## config.mk

```make
export PLATFORM = sky130hd
export DESIGN_NAME = ir_pulse_distance_encoder_flat
export DESIGN_NICKNAME = d
export VERILOG_FILES = /design/src/irpde_pkg.sv /design/src/irpde_chan_if.sv /design/src/irpde_front.sv /design/src/irpde_queue.sv /design/src/irpde_back.sv /design/src/ir_pulse_distance_encoder.sv /design/src/flat_wrapper.sv
export SDC_FILE = /design/constraint.sdc
export NUM_CORES = 1
export LEC_CHECK = 0
export BUFFER_PORTS_ARGS = -buffer_cell sky130_fd_sc_hd__buf_2
export CAP_MARGIN = 10
export CORE_MARGIN = 5
export CORE_UTILIZATION = 55
export CTS_CLUSTER_SIZE = 24
export DETAILED_ROUTE_END_ITERATION = 16
export GPL_ROUTABILITY_DRIVEN = 0
export PLACE_DENSITY = 0.73
export SYNTH_ARGS = -nofsm -noshare
export SYNTH_HDL_FRONTEND = slang
export SYNTH_HIERARCHICAL = 1
export SYNTH_SLANG_ARGS = --single-unit
```

## constraint.sdc

```tcl
create_clock -name clk -period 2.8 [get_ports clk]
set_input_delay 0.42 -clock clk [delete_from_list [all_inputs] [get_ports clk]]
set_output_delay 0.42 -clock clk [all_outputs]
set_load 0.05 [all_outputs]
```

## src/irpde_pkg.sv

```systemverilog
`timescale 1ns / 1ps
// ----------------------------------------------------------------------------
// irpde_pkg
// Types, segment indexes and register codes shared by the encoder modules.
// ----------------------------------------------------------------------------
package irpde_pkg;

	localparam int unsigned DUR_W     = 16;
	localparam int unsigned BYTE_W    = 8;
	localparam int unsigned SEG_IDX_W = 5;
	localparam int unsigned QDEPTH    = 2;
	localparam int unsigned QPTR_W    = $clog2(QDEPTH);
	localparam int unsigned QCNT_W    = $clog2(QDEPTH + 1);
	localparam int unsigned REG_IDX_W = 3;

	typedef logic [DUR_W-1:0]     dur_t;
	typedef logic [SEG_IDX_W-1:0] seg_idx_t;

	// Position of a segment within the longest run a byte can produce
	localparam seg_idx_t SEG_HDR_MARK_ONE  = 5'd0;
	localparam seg_idx_t SEG_HDR_SPACE_ONE = 5'd1;
	localparam seg_idx_t SEG_HDR_MARK_TWO  = 5'd2;
	localparam seg_idx_t SEG_HDR_SPACE_TWO = 5'd3;
	localparam seg_idx_t SEG_BIT_FIRST     = 5'd4;
	localparam seg_idx_t SEG_BIT_LAST      = 5'd19;
	localparam seg_idx_t SEG_CLOSE         = 5'd20;

	// Configuration register indexes
	typedef enum logic [REG_IDX_W-1:0] {
		REG_HDR_MARK_ONE  = 3'd0,
		REG_HDR_SPACE_ONE = 3'd1,
		REG_HDR_MARK_TWO  = 3'd2,
		REG_HDR_SPACE_TWO = 3'd3,
		REG_BIT_MARK      = 3'd4,
		REG_ONE_SPACE     = 3'd5,
		REG_ZERO_SPACE    = 3'd6
	} reg_idx_t;

	typedef struct packed {
		dur_t header_mark_one_us;
		dur_t header_space_one_us;
		dur_t header_mark_two_us;
		dur_t header_space_two_us;
		dur_t bit_mark_us;
		dur_t one_space_us;
		dur_t zero_space_us;
	} cfg_t;

	localparam cfg_t CFG_RESET = '{
		header_mark_one_us:  16'd30000,
		header_space_one_us: 16'd49500,
		header_mark_two_us:  16'd3380,
		header_space_two_us: 16'd1700,
		bit_mark_us:         16'd410,
		one_space_us:        16'd1256,
		zero_space_us:       16'd422
	};

	// Classified byte request: payload plus the segment span to play
	typedef struct packed {
		logic [BYTE_W-1:0] data_byte;
		seg_idx_t          start_idx;
		seg_idx_t          end_idx;
	} desc_t;

	typedef struct packed {
		logic  valid;
		desc_t desc;
	} desc_chan_t;

	typedef struct packed {
		logic carrier_on;
		dur_t duration_us;
		logic frame_done;
		logic run_last;
	} seg_t;

endpackage

```

## src/irpde_chan_if.sv

```systemverilog
`timescale 1ns / 1ps
// ----------------------------------------------------------------------------
// irpde channel interfaces
// Valid/ready channels for command bytes in and mark/space segments out.
// ----------------------------------------------------------------------------
interface irpde_byte_if;
	logic       valid;
	logic       ready;
	logic [7:0] data_byte;
	logic       first_byte;
	logic       last_byte;

	modport source (output valid, data_byte, first_byte, last_byte, input ready);
	modport sink   (input valid, data_byte, first_byte, last_byte, output ready);
endinterface

interface irpde_seg_if;
	logic        valid;
	logic        ready;
	logic        carrier_on;
	logic [15:0] duration_us;
	logic        frame_done;
	logic        run_last;

	modport source (output valid, carrier_on, duration_us, frame_done, run_last,
		input ready);
	modport sink   (input valid, carrier_on, duration_us, frame_done, run_last,
		output ready);
endinterface

```

## src/irpde_front.sv

```systemverilog
`timescale 1ns / 1ps
// ----------------------------------------------------------------------------
// irpde_front
// Accepts byte requests and classifies each into the span of segments to play.
// ----------------------------------------------------------------------------
module irpde_front import irpde_pkg::*; (
	input  logic              clk,
	input  logic              arst_n,
	irpde_byte_if.sink        byte_in,
	output desc_chan_t        push,
	input  logic              push_ready
);

	logic  valid_s1;
	desc_t desc_s1;
	logic  take;

	assign byte_in.ready = !valid_s1 || push_ready;
	assign take          = byte_in.valid && byte_in.ready;

	// Hold the request until the queue takes it
	always_ff @(posedge clk or negedge arst_n) begin
		if (!arst_n) begin
			valid_s1 <= 1'b0;
		end else if (take) begin
			valid_s1 <= 1'b1;
		end else if (push_ready) begin
			valid_s1 <= 1'b0;
		end
	end

	// Classify: header opens the span of a first byte, closing mark ends that of a last byte
	always_ff @(posedge clk) begin
		if (take) begin
			desc_s1.data_byte <= byte_in.data_byte;
			desc_s1.start_idx <= byte_in.first_byte ? SEG_HDR_MARK_ONE : SEG_BIT_FIRST;
			desc_s1.end_idx   <= byte_in.last_byte ? SEG_CLOSE : SEG_BIT_LAST;
		end
	end

	assign push.valid = valid_s1;
	assign push.desc  = desc_s1;

endmodule

```

## src/irpde_queue.sv

```systemverilog
`timescale 1ns / 1ps
// ----------------------------------------------------------------------------
// irpde_queue
// Short request queue between the classifying front and the segment sequencer.
// ----------------------------------------------------------------------------
module irpde_queue import irpde_pkg::*; (
	input  logic        clk,
	input  logic        arst_n,
	input  desc_chan_t  push,
	output logic        push_ready,
	output desc_chan_t  pop,
	input  logic        pop_ready
);

	desc_t             mem_q [QDEPTH];
	logic [QPTR_W-1:0] wr_ptr_q;
	logic [QPTR_W-1:0] rd_ptr_q;
	logic [QCNT_W-1:0] count_q;
	logic              do_push;
	logic              do_pop;

	assign push_ready = (count_q != QCNT_W'(QDEPTH));
	assign pop.valid  = (count_q != '0);
	assign pop.desc   = mem_q[rd_ptr_q];
	assign do_push    = push.valid && push_ready;
	assign do_pop     = pop.valid && pop_ready;

	// Advance pointers and occupancy
	always_ff @(posedge clk or negedge arst_n) begin
		if (!arst_n) begin
			wr_ptr_q <= '0;
			rd_ptr_q <= '0;
			count_q  <= '0;
		end else begin
			if (do_push) begin
				wr_ptr_q <= wr_ptr_q + 1'b1;
			end
			if (do_pop) begin
				rd_ptr_q <= rd_ptr_q + 1'b1;
			end
			if (do_push && !do_pop) begin
				count_q <= count_q + 1'b1;
			end else if (!do_push && do_pop) begin
				count_q <= count_q - 1'b1;
			end
		end
	end

	// Store the entry
	always_ff @(posedge clk) begin
		if (do_push) begin
			mem_q[wr_ptr_q] <= push.desc;
		end
	end

`ifndef SYNTHESIS
	a_count_bound: assert property (@(posedge clk) disable iff (!arst_n)
		count_q <= QCNT_W'(QDEPTH))
		else $error("queue occupancy beyond depth");
	a_count_track: assert property (@(posedge clk) disable iff (!arst_n)
		(do_push && !do_pop) |=> (count_q == $past(count_q) + 1'b1))
		else $error("queue occupancy not raised on push");
`endif

endmodule

```

## src/irpde_back.sv

```systemverilog
`timescale 1ns / 1ps
// ----------------------------------------------------------------------------
// irpde_back
// Steps through the segment span of each request, one segment per cycle
// while the output is not stalled, into a registered output stage.
// ----------------------------------------------------------------------------
module irpde_back import irpde_pkg::*; (
	input  logic        clk,
	input  logic        arst_n,
	input  cfg_t        cfg,
	input  desc_chan_t  pop,
	output logic        pop_ready,
	irpde_seg_if.source seg_out
);

	logic              active_q;
	logic [BYTE_W-1:0] data_q;
	seg_idx_t          idx_q;
	seg_idx_t          end_idx_q;
	logic              out_valid_q;
	seg_t              out_q;
	logic              adv;
	logic              seg_last;
	logic              load;
	logic [3:0]        bit_off;
	logic [2:0]        bit_pos;
	seg_t              seg;

	assign adv       = !out_valid_q || seg_out.ready;
	assign seg_last  = (idx_q == end_idx_q);
	assign pop_ready = !active_q || (adv && seg_last);
	assign load      = pop.valid && pop_ready;

	// Decode the current segment index
	assign bit_off = idx_q[4:1] - 4'd2;
	assign bit_pos = bit_off[2:0];

	always_comb begin
		seg.frame_done = 1'b0;
		seg.run_last   = seg_last;
		unique case (idx_q)
			SEG_HDR_MARK_ONE: begin
				seg.carrier_on  = 1'b1;
				seg.duration_us = cfg.header_mark_one_us;
			end
			SEG_HDR_SPACE_ONE: begin
				seg.carrier_on  = 1'b0;
				seg.duration_us = cfg.header_space_one_us;
			end
			SEG_HDR_MARK_TWO: begin
				seg.carrier_on  = 1'b1;
				seg.duration_us = cfg.header_mark_two_us;
			end
			SEG_HDR_SPACE_TWO: begin
				seg.carrier_on  = 1'b0;
				seg.duration_us = cfg.header_space_two_us;
			end
			SEG_CLOSE: begin
				seg.carrier_on  = 1'b1;
				seg.duration_us = cfg.bit_mark_us;
				seg.frame_done  = 1'b1;
			end
			default: begin
				// Bit cells: mark on even index, coded space on odd
				seg.carrier_on = !idx_q[0];
				if (!idx_q[0]) begin
					seg.duration_us = cfg.bit_mark_us;
				end else if (data_q[bit_pos]) begin
					seg.duration_us = cfg.one_space_us;
				end else begin
					seg.duration_us = cfg.zero_space_us;
				end
			end
		endcase
	end

	// Sequence through the span; pick up the next request on the last segment
	always_ff @(posedge clk or negedge arst_n) begin
		if (!arst_n) begin
			active_q    <= 1'b0;
			out_valid_q <= 1'b0;
		end else begin
			if (adv) begin
				out_valid_q <= active_q;
			end
			if (load) begin
				active_q <= 1'b1;
			end else if (active_q && adv && seg_last) begin
				active_q <= 1'b0;
			end
		end
	end

	always_ff @(posedge clk) begin
		if (load) begin
			data_q    <= pop.desc.data_byte;
			idx_q     <= pop.desc.start_idx;
			end_idx_q <= pop.desc.end_idx;
		end else if (active_q && adv) begin
			idx_q <= idx_q + 1'b1;
		end
		if (adv && active_q) begin
			out_q <= seg;
		end
	end

	assign seg_out.valid       = out_valid_q;
	assign seg_out.carrier_on  = out_q.carrier_on;
	assign seg_out.duration_us = out_q.duration_us;
	assign seg_out.frame_done  = out_q.frame_done;
	assign seg_out.run_last    = out_q.run_last;

`ifndef SYNTHESIS
	a_idx_span: assert property (@(posedge clk) disable iff (!arst_n)
		active_q |-> (idx_q <= end_idx_q))
		else $error("segment index past end of span");
	a_done_closes: assert property (@(posedge clk) disable iff (!arst_n)
		(out_valid_q && out_q.frame_done) |-> (out_q.carrier_on && out_q.run_last))
		else $error("closing mark not a final carrier segment");
	a_no_load_midrun: assert property (@(posedge clk) disable iff (!arst_n)
		(active_q && !seg_last) |-> !load)
		else $error("request loaded while a span is in progress");
`endif

endmodule

```

## src/ir_pulse_distance_encoder.sv

```systemverilog
`timescale 1ns / 1ps
// ----------------------------------------------------------------------------
// ir_pulse_distance_encoder
// Expands command bytes into pulse-distance coded mark/space segments.
// ----------------------------------------------------------------------------
// Usage:
//   byte_in carries one request per command byte (data_byte, first_byte,
//   last_byte). seg_out delivers one segment per transfer: carrier_on,
//   duration_us, frame_done on the closing mark, run_last on the final
//   segment of each byte.
//   A byte gives 16 segments (a mark and a coded space per bit, LSB first),
//   4 more header segments when first_byte is set and one closing mark when
//   last_byte is set: 16 to 21 segments.
//   The sequencer emits one segment per cycle while seg_out.ready allows, and
//   consecutive bytes follow with no gap. The first segment of a byte passes
//   through the input register, the queue and the sequencer's index register
//   before it reaches the output register.
//   Two requests wait in a queue ahead of the sequencer and one more in the
//   input register, so byte_in keeps accepting during an output stall until those are full.
//   When seg_out.ready is low the held segment stays put and the sequencer
//   waits; nothing is dropped.
//   Reset empties the queue and restores the default timings. The timing
//   registers are written through cfg_we/cfg_index/cfg_wdata, by the user only
//   while idle (the block does not enforce it); writes to an unused index are ignored.
// ----------------------------------------------------------------------------
module ir_pulse_distance_encoder import irpde_pkg::*; (
	input  logic                 clk,
	input  logic                 arst_n,
	input  logic                 cfg_we,
	input  logic [REG_IDX_W-1:0] cfg_index,
	input  logic [DUR_W-1:0]     cfg_wdata,
	irpde_byte_if.sink           byte_in,
	irpde_seg_if.source          seg_out
);

	cfg_t       cfg_q;
	desc_chan_t push;
	logic       push_ready;
	desc_chan_t pop;
	logic       pop_ready;

	// Timing register file
	always_ff @(posedge clk or negedge arst_n) begin
		if (!arst_n) begin
			cfg_q <= CFG_RESET;
		end else if (cfg_we) begin
			unique case (reg_idx_t'(cfg_index))
				REG_HDR_MARK_ONE:  cfg_q.header_mark_one_us  <= cfg_wdata;
				REG_HDR_SPACE_ONE: cfg_q.header_space_one_us <= cfg_wdata;
				REG_HDR_MARK_TWO:  cfg_q.header_mark_two_us  <= cfg_wdata;
				REG_HDR_SPACE_TWO: cfg_q.header_space_two_us <= cfg_wdata;
				REG_BIT_MARK:      cfg_q.bit_mark_us         <= cfg_wdata;
				REG_ONE_SPACE:     cfg_q.one_space_us        <= cfg_wdata;
				REG_ZERO_SPACE:    cfg_q.zero_space_us       <= cfg_wdata;
				default: begin
				end
			endcase
		end
	end

	irpde_front u_front (
		.clk        (clk),
		.arst_n     (arst_n),
		.byte_in    (byte_in),
		.push       (push),
		.push_ready (push_ready)
	);

	irpde_queue u_queue (
		.clk        (clk),
		.arst_n     (arst_n),
		.push       (push),
		.push_ready (push_ready),
		.pop        (pop),
		.pop_ready  (pop_ready)
	);

	irpde_back u_back (
		.clk       (clk),
		.arst_n    (arst_n),
		.cfg       (cfg_q),
		.pop       (pop),
		.pop_ready (pop_ready),
		.seg_out   (seg_out)
	);

endmodule
```

## src/flat_wrapper.sv

```systemverilog
// flat-port wrapper written by rule: the top's interface ports become plain ports
module ir_pulse_distance_encoder_flat import irpde_pkg::*;
  (clk, arst_n, cfg_we, cfg_index, cfg_wdata, byte_in_valid, byte_in_data_byte, byte_in_first_byte, byte_in_last_byte, byte_in_ready, seg_out_valid, seg_out_carrier_on, seg_out_duration_us, seg_out_frame_done, seg_out_run_last, seg_out_ready);
  irpde_byte_if byte_in_i ();
  irpde_seg_if seg_out_i ();
  input  logic clk;
  input  logic arst_n;
  input  logic cfg_we;
  input  logic [REG_IDX_W-1:0] cfg_index;
  input  logic [DUR_W-1:0] cfg_wdata;
  input wire logic [$bits(byte_in_i.valid)-1:0] byte_in_valid;
  input wire logic [$bits(byte_in_i.data_byte)-1:0] byte_in_data_byte;
  input wire logic [$bits(byte_in_i.first_byte)-1:0] byte_in_first_byte;
  input wire logic [$bits(byte_in_i.last_byte)-1:0] byte_in_last_byte;
  output wire logic [$bits(byte_in_i.ready)-1:0] byte_in_ready;
  output wire logic [$bits(seg_out_i.valid)-1:0] seg_out_valid;
  output wire logic [$bits(seg_out_i.carrier_on)-1:0] seg_out_carrier_on;
  output wire logic [$bits(seg_out_i.duration_us)-1:0] seg_out_duration_us;
  output wire logic [$bits(seg_out_i.frame_done)-1:0] seg_out_frame_done;
  output wire logic [$bits(seg_out_i.run_last)-1:0] seg_out_run_last;
  input wire logic [$bits(seg_out_i.ready)-1:0] seg_out_ready;
  assign byte_in_i.valid = byte_in_valid;
  assign byte_in_i.data_byte = byte_in_data_byte;
  assign byte_in_i.first_byte = byte_in_first_byte;
  assign byte_in_i.last_byte = byte_in_last_byte;
  assign byte_in_ready = byte_in_i.ready;
  assign seg_out_valid = seg_out_i.valid;
  assign seg_out_carrier_on = seg_out_i.carrier_on;
  assign seg_out_duration_us = seg_out_i.duration_us;
  assign seg_out_frame_done = seg_out_i.frame_done;
  assign seg_out_run_last = seg_out_i.run_last;
  assign seg_out_i.ready = seg_out_ready;
  ir_pulse_distance_encoder u_core (.clk(clk), .arst_n(arst_n), .cfg_we(cfg_we), .cfg_index(cfg_index), .cfg_wdata(cfg_wdata), .byte_in(byte_in_i), .seg_out(seg_out_i));
endmodule
```

## After elaboration in Yosys (flattened, before gate mapping)

Memories as Yosys holds them, arrays and structs flattened.
Index checks and enable logic that the tools add are counted.
W data, S select, Z words.

- Flip-flop bits (word level): 174
- RAM bits: 36
- Input bits: 34
- Output and inout port bits: 21
- Memories: 1

- Add/sub/neg operators: 6
- $lt $le $gt $ge: 1
- Equality and inequality tests: 12
- Mux-type cells: 18
- Reduce and logical (&&, ||, !) cells: 31

Memory list:

| memory | depth | width | read ports | clocked after Yosys merged registers in | write ports | line | text |
|---|---|---|---|---|---|---|---|
| u_core.u_queue.mem_q | 2 | 18 | 1 | 0 | 1 | irpde_queue.sv:15 | `desc_t mem_q [QDEPTH];` |

Operators with widths:

| kind | number |
|---|---|
| $pmux W17 S5 | 1 |
| $mux W16 | 2 |
| $reduce_and A2 Y1 | 7 |
| $eq A5 B2 Y1 const B | 2 |
| $mux W5 | 2 |
| $reduce_bool A2 Y1 | 5 |
| $eq A3 B3 Y1 const B | 3 |
| $logic_and A1 B1 Y1 | 8 |
| $mux W1 | 8 |
| $eq A3 B2 Y1 const B | 2 |
| $logic_not A1 Y1 | 6 |
| $mux W3 | 2 |
| $add A5 B1 Y5 const B | 1 |
| $eq A5 B1 Y1 const B | 1 |
| $eq A5 B5 Y1 | 1 |
| $eq A5 B5 Y1 const B | 1 |
| $logic_not A5 Y1 | 1 |
| $lt A3 B4 Y1 const B | 1 |
| $mux W2 | 2 |
| $bmux W1 S3 | 1 |
| $eq A3 B1 Y1 const B | 1 |
| $logic_not A3 Y1 | 1 |
| $logic_or A1 B1 Y1 | 3 |
| $sub A3 B2 Y3 const B | 1 |
| 4 further kinds | 5 |

## Longest topological paths before layout

Gate-level depths: netlist of the first run.

- Depth after elaboration: 8
- Gate-level depth with buffers: 11
- Depth with buffers taken out: 8

## Hierarchy

Netlist of the first run, hierarchy kept.

Modules (own cells, without submodules):

| module | times used | cells each | area an instance (sq um) | seq. area each (sq um) |
|---|---|---|---|---|
| ir_pulse_distance_encoder | 1 | 245 | 4354.2 | 2852.7 |
| irpde_back | 1 | 209 | 2468.6 | 1161.1 |
| irpde_queue | 1 | 74 | 1542.7 | 1181.1 |
| irpde_front | 1 | 27 | 459.2 | 355.3 |

## Worst setup path before layout of the first run

Ideal clock, no wire load.

- Kind: register to register
- From: reg u_core.u_back.idx_q[0]
- To: reg u_core.u_back.out_q, in the netlist u_core/u_back/seg_out.duration_us[11], data pin
- Setup time: 0.261 ns
- Arrival time: 2.234 ns
- Data required time: 2.539 ns
- Slack: 0.305 ns
- Cell stages (with the launch flop): 11
- Path buffers: 4
- Cell sequence: edfxtp_1 -> inv_1 -> ha_1 -> buf_4 -> and3_1 -> buf_2 -> o21bai_2 -> and4bb_1 -> buf_6 -> buf_12 -> a221o_1

RTL lines:

| element | line | text |
|---|---|---|
| start: declaration | irpde_back.sv:18 | `seg_idx_t idx_q;` |
| start signal: assignment | irpde_back.sv:97 | `idx_q <= pop.desc.start_idx;` |
| start signal: assignment | irpde_back.sv:100 | `idx_q <= idx_q + 1'b1;` |
| end signal: assignment | irpde_back.sv:103 | `out_q <= seg;` |
| end: declaration | irpde_back.sv:21 | `seg_t out_q;` |

==> flow_results.xml, run 1 <==
<?xml version="1.0" encoding="UTF-8"?>
<metrics>
  <group name="sta">
    <metric name="drv_slew" unit="">0</metric>
    <metric name="finalSetupTns" unit="ns">0</metric>
    <metric name="timing.final.crit_share" unit="">0.924</metric>
    <metric name="relSlewSlack" unit="">0.429</metric>
    <metric name="timing.final.ws_setup" unit="ns">0.211</metric>
    <metric name="rsz0062_at_grt" unit="">no</metric>
    <metric name="finalSetupViolations" unit="">0</metric>
    <metric name="finalHoldViolations" unit="">0</metric>
    <metric name="tightestPinTransition" unit="ns">0.857</metric>
    <metric name="clock_skew" unit="ns">0.00636</metric>
    <metric name="finalWorstPathRequiredPeriod" unit="ns">2.59</metric>
    <metric name="achievable-frequency" unit="MHz">386</metric>
  </group>
  <group name="logic_synthesis">
    <metric name="synth.cell_area" unit="um2">8820</metric>
    <metric name="syn_inst_count" unit="">555</metric>
    <metric name="synth.top_cell.area_share" unit="">0.286</metric>
    <metric name="ys_top_cells_by_count" unit="">sky130_fd_sc_hd__mux2_2 (111), sky130_fd_sc_hd__edfxtp_1 (84), sky130_fd_sc_hd__dfrtp_1 (79)</metric>
    <metric name="ys.warnings.count" unit="">6</metric>
    <metric name="ys_seq_area_frac" unit="">0.629</metric>
    <metric name="synth_top_flop_cell" unit="">sky130_fd_sc_hd__edfxtp_1</metric>
    <metric name="async_flop_share" unit="">0.586</metric>
    <metric name="synth_edf_count" unit="">84</metric>
    <metric name="netlist_top_cells_area" unit="">sky130_fd_sc_hd__edfxtp_1 (29%), sky130_fd_sc_hd__dfrtp_1 (22%), sky130_fd_sc_hd__mux2_2 (14%), sky130_fd_sc_hd__dfstp_2 (12%), sky130_fd_sc_hd__mux2_4 (3.2%)</metric>
    <metric name="synth_largest_area_cell" unit="">sky130_fd_sc_hd__edfxtp_1</metric>
    <metric name="synth.distinct_cells" unit="">50</metric>
    <metric name="post-synth-top-count-cell" unit="">sky130_fd_sc_hd__mux2_2</metric>
    <metric name="syn_area_per_cell" unit="um2">15.9</metric>
    <metric name="postSynthRegisterBits" unit="">203</metric>
  </group>
  <group name="layout">
    <metric name="final_core_util" unit="">0.634</metric>
    <metric name="area_delta_synth_final" unit="%">13.8</metric>
    <metric name="drive_gt1_frac" unit="">0.468</metric>
    <metric name="antenna-diode-count" unit="">0</metric>
    <metric name="finish.net_count" unit="">661</metric>
    <metric name="fin_cells" unit="">851</metric>
  </group>
  <group name="die">
    <metric name="row_count" unit="">46</metric>
    <metric name="design.die.area" unit="um2">18700</metric>
    <metric name="io-pin-count" unit="">55</metric>
    <metric name="design.core.area" unit="um2">15800</metric>
    <metric name="die_y" unit="um">137</metric>
    <metric name="fp.dieW" unit="um">137</metric>
    <metric name="initial_utilization" unit="">0.558</metric>
  </group>
  <group name="critical_path">
    <metric name="worst_setup_ep_type" unit="">flip-flop</metric>
    <metric name="worst_path_max_delay_cell" unit="">sky130_fd_sc_hd__edfxtp_1</metric>
    <metric name="timing.critical_path.mode_cell" unit="">sky130_fd_sc_hd__buf_4</metric>
    <metric name="crit_path_cell_trace" unit="">buf_4, ha_1, buf_4, a22o_1, a221oi_1, o21ai_0, a21o_1, a221o_1</metric>
    <metric name="critical_path.max_fanout" unit="">8</metric>
    <metric name="worstPathRequired" unit="ns">3.04</metric>
    <metric name="cp.arrival" unit="ns">2.83</metric>
    <metric name="max_stage_delay" unit="ns">0.44</metric>
    <metric name="timing_worst_setup_path_type" unit="">reg -&gt; reg</metric>
    <metric name="critPathLaunchType" unit="">flip-flop</metric>
  </group>
  <group name="power_and_ir_drop">
    <metric name="power-per-cell-area" unit="nW/um2">931</metric>
    <metric name="post-layout-total-power" unit="W">0.00935</metric>
    <metric name="power.ir.vdd_worst" unit="mV">0.635</metric>
    <metric name="power_leakage" unit="nW">4.16</metric>
  </group>
  <group name="global_route">
    <metric name="grt_start_max_net_pins" unit="">56</metric>
    <metric name="track_usage" unit="">0.185</metric>
    <metric name="final_global_route_overflow_total" unit="">0</metric>
    <metric name="grt_first_pass_wirelength" unit="um">27300</metric>
    <metric name="via_count_of_the_first_global_routing_pass" unit="">5079</metric>
    <metric name="antenna_found_initial" unit="">1</metric>
  </group>
  <group name="routing">
    <metric name="wl_per_cell" unit="um">19.7</metric>
    <metric name="initialDrtViolationCount" unit="">261</metric>
    <metric name="routed_wirelength" unit="um">16800</metric>
    <metric name="detail_route.vias_per_cell" unit="">5.60</metric>
    <metric name="route.vias.total" unit="">4767</metric>
    <metric name="remaining_drc_errors" unit="">0</metric>
    <metric name="antenna_left" unit="">0</metric>
    <metric name="drt_pre_antenna_iters" unit="">4</metric>
  </group>
  <group name="cts">
    <metric name="cts_max_level" unit="">1</metric>
    <metric name="tritoncts_clock_tree" unit="">built</metric>
    <metric name="clock_sink_count" unit="">203</metric>
    <metric name="clk_buf_depth" unit="">3</metric>
    <metric name="cts_inserted_buffers" unit="">22</metric>
    <metric name="clk_root_buffer_cell" unit="">sky130_fd_sc_hd__clkbuf_16</metric>
    <metric name="clk_pin_slew_worst_paths" unit="ns">0.06</metric>
    <metric name="insertion_delay" unit="ns">0.49</metric>
  </group>
  <group name="flow_run">
    <metric name="timing.max_cap.violations" unit="">0</metric>
  </group>
  <group name="place">
    <metric name="detailed_placement_wirelength_estimate" unit="um">10500</metric>
    <metric name="dp.cells" unit="">809</metric>
    <metric name="preCtsSetupSlack" unit="ns">0.0404</metric>
    <metric name="count_of_port_buffers_added_during_placement" unit="">54</metric>
  </group>
  <group name="run_status">
    <metric name="status" unit="">finished clean</metric>
  </group>
  <group name="hold_path">
    <metric name="min-delay-path-class" unit="">in -&gt; reg</metric>
  </group>
</metrics>
-- final timing paths --
check	start	endpoint	slack [ns]	depth (start not counted)
max	u_core/u_back/idx_q[0]	u_core/u_back/seg_out.duration_us[12]	0.21	8
min	byte_in_data_byte[2]	u_core/u_front/push[12]	0.10	1
max reg2reg	u_core/u_back/idx_q[0]	u_core/u_back/seg_out.duration_us[12]	0.21	8
min reg2reg	u_core/u_front/push[17]	u_core/u_queue/mem_q[1][17]	0.44	0
max in group asynchronous	arst_n	u_core/cfg_q[66]	1.57	3
min in group asynchronous	arst_n	u_core/cfg_q[34]	0.43	2
-- layout by cell type, fill, tap and decap left out, types with 2 or more instances in the layout --
master,instances
sky130_fd_sc_hd__dfstp_2,40
sky130_fd_sc_hd__dfrtp_1,79
sky130_fd_sc_hd__edfxtp_1,84
sky130_fd_sc_hd__mux2_4,19
sky130_fd_sc_hd__clkbuf_16,23
sky130_fd_sc_hd__clkinv_2,4
sky130_fd_sc_hd__buf_12,2
sky130_fd_sc_hd__inv_1,8
sky130_fd_sc_hd__a221o_1,16
sky130_fd_sc_hd__mux2_2,111
sky130_fd_sc_hd__nand4b_2,3
sky130_fd_sc_hd__xor2_1,5
sky130_fd_sc_hd__clkbuf_8,2
sky130_fd_sc_hd__a21o_1,16
sky130_fd_sc_hd__buf_2,53
sky130_fd_sc_hd__nand3_1,2
sky130_fd_sc_hd__conb_1,6
sky130_fd_sc_hd__nor2_1,5
sky130_fd_sc_hd__mux2_1,5
sky130_fd_sc_hd__nor2b_1,3
sky130_fd_sc_hd__nand2_1,19
sky130_fd_sc_hd__bufinv_16,2
sky130_fd_sc_hd__o21ai_0,16
sky130_fd_sc_hd__and3_1,3
sky130_fd_sc_hd__a221oi_1,16
sky130_fd_sc_hd__xnor2_1,8
sky130_fd_sc_hd__nor4bb_4,3
sky130_fd_sc_hd__clkbuf_1,7
sky130_fd_sc_hd__ha_1,8
sky130_fd_sc_hd__a22o_1,16
sky130_fd_sc_hd__buf_4,21
sky130_fd_sc_hd__mux2i_1,2
sky130_fd_sc_hd__nand2b_1,6
-- worst max-delay path: cells and delay by family, from the launching register on --
kind	cells	cell delay [ns]
AOI/OAI and AO/OA	5	1.08
adders and majority gates	1	0.36
buffers and inverters	2	0.45
DFF	1	0.44
-- registers in the layout, indices dropped and copies added (netlist names) --
register and count:
u_core/u_queue/count_q 2, u_core/u_back/idx_q 5, u_core/u_back/data_q 8, u_core/u_queue/mem_q 36, u_core/u_back/seg_out.run_last 1, u_core/u_back/seg_out.duration_us 16
u_core/cfg_q 112, u_core/u_back/active_q 1, u_core/u_back/seg_out.frame_done 1, u_core/u_back/end_idx_q 5, u_core/u_front/push 11, u_core/u_back/seg_out.valid 1
u_core/u_back/seg_out.carrier_on 1, u_core/u_front/valid_s1 1, u_core/u_queue/rd_ptr_q 1, u_core/u_queue/wr_ptr_q 1
-- repair_timing --
item                                   in CTS  in global routing
endpoints found under the hold margin      18                  0
setup endpoints to repair                   0                 16
hold buffers                                1                  0
resized for setup                           0                  1
buffers inserted                            0                  1
-- power breakdown --
| part | switching (W) | internal (W) |
|---|---|---|
| clock | 0.00109 | 0.00174 |
| sequential | 0.000356 | 0.00400 |
| combinational | 0.00115 | 0.00101 |
-- cell families after synthesis --
family	count (synthesis)	synth area share
DFF	203	0.629
muxes	137	0.183
AOI/OAI and AO/OA	86	0.0800
and+or+nand+nor	57	0.0454
buffers and inverters	49	0.0380
xor gates and xnor gates	13	0.0129
adders and majority gates	8	0.0113
other	2	0.000851
-- per-layer routing --
metal  vias to the layer above  track usage  routed length, um  part of all wire
met5                         -            0                 13           0.00078
met4                         2       0.0515                338             0.020
met3                        33       0.0313                692             0.041
met2                        91        0.314               8470              0.51
met1                      2434        0.249               7240              0.43
li1                       2207            -                  -                 -
-- area by class of cell --
class / count / area, um2
tap: 216 / 270
clock buffer: 32 / 629
fill: 1120 / 5790
timing repair buffer: 77 / 473
clock inverter: 8 / 90.1
inverter: 8 / 30.0
sequential: 203 / 5550
multi-input combinational: 307 / 3000
-- through the flow --
step | hold WS [ns] | cell area, um2
2_1_floorplan | 0.124 | 8840
3_3_place_gp | 0.394 | 9290
3_5_place_dp | 0.400 | 9290
4_1_cts | 0.0803 | 10000
5_1_grt | 0.0863 | 10000
6_report | 0.103 | 10000
(Power assumes the default switching activity.)
==> inputs of run 2 (changes only) <==
- clock period: 2.8 -> 3.1 ns (I/O delays scaled with it)
==> run 2 against run 1 <==
- hold slack better by 0.048 ns
- die area did not move
- non-clock buffer count shrank 3
- largest power group unchanged
- clock-buffer cell count down 5
- critical path depth decreased by 2
- first-iteration DRC count up 22%
- global-route usage is 0.89 points higher
==> flow_results.xml, run 2 (synthesis gave the netlist of run 1 again) <==
<?xml version="1.0" encoding="UTF-8"?>
<metrics>
  <group name="die">
    <metric name="design.core.area" unit="um2">15800</metric>
    <metric name="die_y" unit="um">137</metric>
    <metric name="io-pin-count" unit="">55</metric>
    <metric name="fp.dieW" unit="um">137</metric>
    <metric name="design.die.area" unit="um2">18700</metric>
    <metric name="initial_utilization" unit="">0.558</metric>
    <metric name="row_count" unit="">46</metric>
  </group>
  <group name="critical_path">
    <metric name="critical_path.reg2reg.startpoint" unit="">u_core/u_back/idx_q[0]</metric>
    <metric name="timing_worst_setup_path_type" unit="">reg -&gt; reg</metric>
    <metric name="worst_r2r_endpoint" unit="">u_core/u_back/seg_out.duration_us[11]</metric>
    <metric name="cp.arrival" unit="ns">3.17</metric>
    <metric name="critPathLaunchType" unit="">flip-flop</metric>
    <metric name="critical-path-top-delay-family" unit="">compound AO/OA/AOI/OAI gates</metric>
    <metric name="worstRegToRegCells" unit="">6</metric>
    <metric name="worst_path_max_delay_cell" unit="">sky130_fd_sc_hd__ha_1</metric>
    <metric name="worstPathRequired" unit="ns">3.33</metric>
    <metric name="worst_setup_ep_type" unit="">flip-flop</metric>
    <metric name="critical_path.max_fanout" unit="">16</metric>
    <metric name="max_stage_delay" unit="ns">0.58</metric>
    <metric name="crit_path_cell_trace" unit="">inv_1, ha_1, nor2_1, o21bai_2, and4bb_1, a221o_1</metric>
    <metric name="cp.buffers_inverters" unit="">1</metric>
    <metric name="rrSetupSlack" unit="ns">0.16</metric>
    <metric name="critical_path_cell_count" unit="">6</metric>
  </group>
  <group name="hold_path">
    <metric name="whs_endpoint" unit="">u_core/u_front/push[12]</metric>
    <metric name="min-delay-path-class" unit="">in -&gt; reg</metric>
    <metric name="min_from" unit="">byte_in_data_byte[2]</metric>
    <metric name="hold_depth" unit="">1</metric>
  </group>
  <group name="place">
    <metric name="count_of_port_buffers_added_during_placement" unit="">54</metric>
    <metric name="detailed_placement_wirelength_estimate" unit="um">10900</metric>
    <metric name="dp.cells" unit="">807</metric>
    <metric name="placedInstanceArea" unit="um2">9280</metric>
  </group>
  <group name="layout">
    <metric name="largest_register_ffs" unit="">112</metric>
    <metric name="antenna-diode-count" unit="">0</metric>
    <metric name="final.fill_count" unit="">1146</metric>
    <metric name="drive_gt1_frac" unit="">0.468</metric>
    <metric name="area_delta_synth_final" unit="%">14.2</metric>
    <metric name="seqCellArea" unit="um2">5550</metric>
    <metric name="multi_input_area" unit="um2">3000</metric>
    <metric name="mostFrequentLayoutCells" unit="">sky130_fd_sc_hd__mux2_2 (111), sky130_fd_sc_hd__edfxtp_1 (84), sky130_fd_sc_hd__dfrtp_1 (79), sky130_fd_sc_hd__buf_2 (53), sky130_fd_sc_hd__dfstp_2 (40)</metric>
    <metric name="final_core_util" unit="">0.637</metric>
    <metric name="design_area" unit="um2">10100</metric>
    <metric name="finish.net_count" unit="">658</metric>
    <metric name="largest-register" unit="">u_core/cfg_q</metric>
    <metric name="fin_cells" unit="">847</metric>
    <metric name="most_common_library_cell_in_the_layout_ignoring_fill_and_taps" unit="">sky130_fd_sc_hd__mux2_2</metric>
  </group>
  <group name="routing">
    <metric name="remaining_drc_errors" unit="">0</metric>
    <metric name="route.vias.total" unit="">4875</metric>
    <metric name="routed_wirelength" unit="um">17300</metric>
    <metric name="initialDrtViolationCount" unit="">318</metric>
    <metric name="wl_per_cell" unit="um">20.4</metric>
    <metric name="detail_route.vias_per_cell" unit="">5.76</metric>
    <metric name="antenna_left" unit="">0</metric>
    <metric name="drt_pre_antenna_iters" unit="">4</metric>
  </group>
  <group name="sta">
    <metric name="relSlewSlack" unit="">0.249</metric>
    <metric name="finalHoldViolations" unit="">0</metric>
    <metric name="clock_skew" unit="ns">0.00878</metric>
    <metric name="rsz0062_at_grt" unit="">no</metric>
    <metric name="achievable-frequency" unit="MHz">340</metric>
    <metric name="finalWorstPathRequiredPeriod" unit="ns">2.94</metric>
    <metric name="tightestPinTransition" unit="ns">1.12</metric>
    <metric name="timing.final.crit_share" unit="">0.948</metric>
    <metric name="drv_slew" unit="">0</metric>
    <metric name="finalSetupTns" unit="ns">0</metric>
    <metric name="finalSetupViolations" unit="">0</metric>
  </group>
  <group name="cts">
    <metric name="clk_buf_depth" unit="">3</metric>
    <metric name="tritoncts_clock_tree" unit="">built</metric>
    <metric name="clk_root_buffer_cell" unit="">sky130_fd_sc_hd__clkbuf_16</metric>
    <metric name="clk_pin_slew_worst_paths" unit="ns">0.06</metric>
    <metric name="post_cts.resized_instances" unit="">0</metric>
    <metric name="insertion_delay" unit="ns">0.49</metric>
    <metric name="cts_inserted_buffers" unit="">22</metric>
    <metric name="cts_max_level" unit="">1</metric>
    <metric name="clock_sink_count" unit="">203</metric>
  </group>
  <group name="power_and_ir_drop">
    <metric name="power.ir.vdd_worst" unit="mV">0.525</metric>
    <metric name="power_leakage" unit="nW">4.18</metric>
    <metric name="post-layout-total-power" unit="W">0.00868</metric>
    <metric name="power-per-cell-area" unit="nW/um2">861</metric>
  </group>
  <group name="global_route">
    <metric name="grt_start_max_net_pins" unit="">86</metric>
    <metric name="grt_first_pass_wirelength" unit="um">28400</metric>
    <metric name="final_global_route_overflow_total" unit="">0</metric>
    <metric name="antenna_found_initial" unit="">2</metric>
    <metric name="track_usage" unit="">0.194</metric>
    <metric name="via_count_of_the_first_global_routing_pass" unit="">5233</metric>
  </group>
  <group name="flow_run">
    <metric name="timing.max_cap.violations" unit="">0</metric>
  </group>
  <group name="run_status">
    <metric name="status" unit="">finished clean</metric>
  </group>
</metrics>
run 2: routing by layer:
metal | wire length [um] | GRT usage | vias to the layer above
li1 | - | - | 2199
met1 | 7020 | 0.252 | 2493
met2 | 8810 | 0.336 | 134
met3 | 962 | 0.0346 | 45
met4 | 490 | 0.0566 | 4
met5 | 34 | 0 | -
run 2: what timing repair did:
item	CTS	global route
hold buffers	1	0
buffers inserted	0	0
endpoints found under the hold margin	24	0
run 2: worst max path at each step:
stage	end	startpoint
floorplan	u_core/u_back/seg_out.duration_us[11]	u_core/u_back/idx_q[0]
global placement	u_core/u_back/seg_out.duration_us[15]	u_core/u_back/idx_q[3]
detailed placement	u_core/u_back/seg_out.duration_us[2]	u_core/u_back/idx_q[0]
CTS	u_core/u_back/seg_out.duration_us[2]	u_core/u_back/idx_q[0]
global route	u_core/u_back/seg_out.duration_us[11]	u_core/u_back/idx_q[3]
finish	u_core/u_back/seg_out.duration_us[11]	u_core/u_back/idx_q[0]
run 2: final cells by class:
cell class              instances  area share
clock inverters                12      0.0180
repair buffers                 74      0.0434
inverters                       8     0.00298
multi-input cells             307       0.298
flip-flops and latches        203       0.551
well taps                     216      0.0268
clock buffers                  27      0.0606
run 2: through the flow:
step | hold slack [ns] | setup slack (ns)
after detailed placement | 0.438 | 0.194
final | 0.152 | 0.162
after floorplan | 0.169 | 0.605
after global routing | 0.133 | 0.0388
after CTS | 0.130 | 0.198
after global placement | 0.424 | 0.363
run 2: power breakdown:
| group | total (W) | switching (W) | internal, W |
|---|---|---|---|
| clock network | 0.00280 | 0.000995 | 0.00181 |
| logic | 0.00194 | 0.00106 | 0.000887 |
| registers | 0.00393 | 0.000317 | 0.00362 |
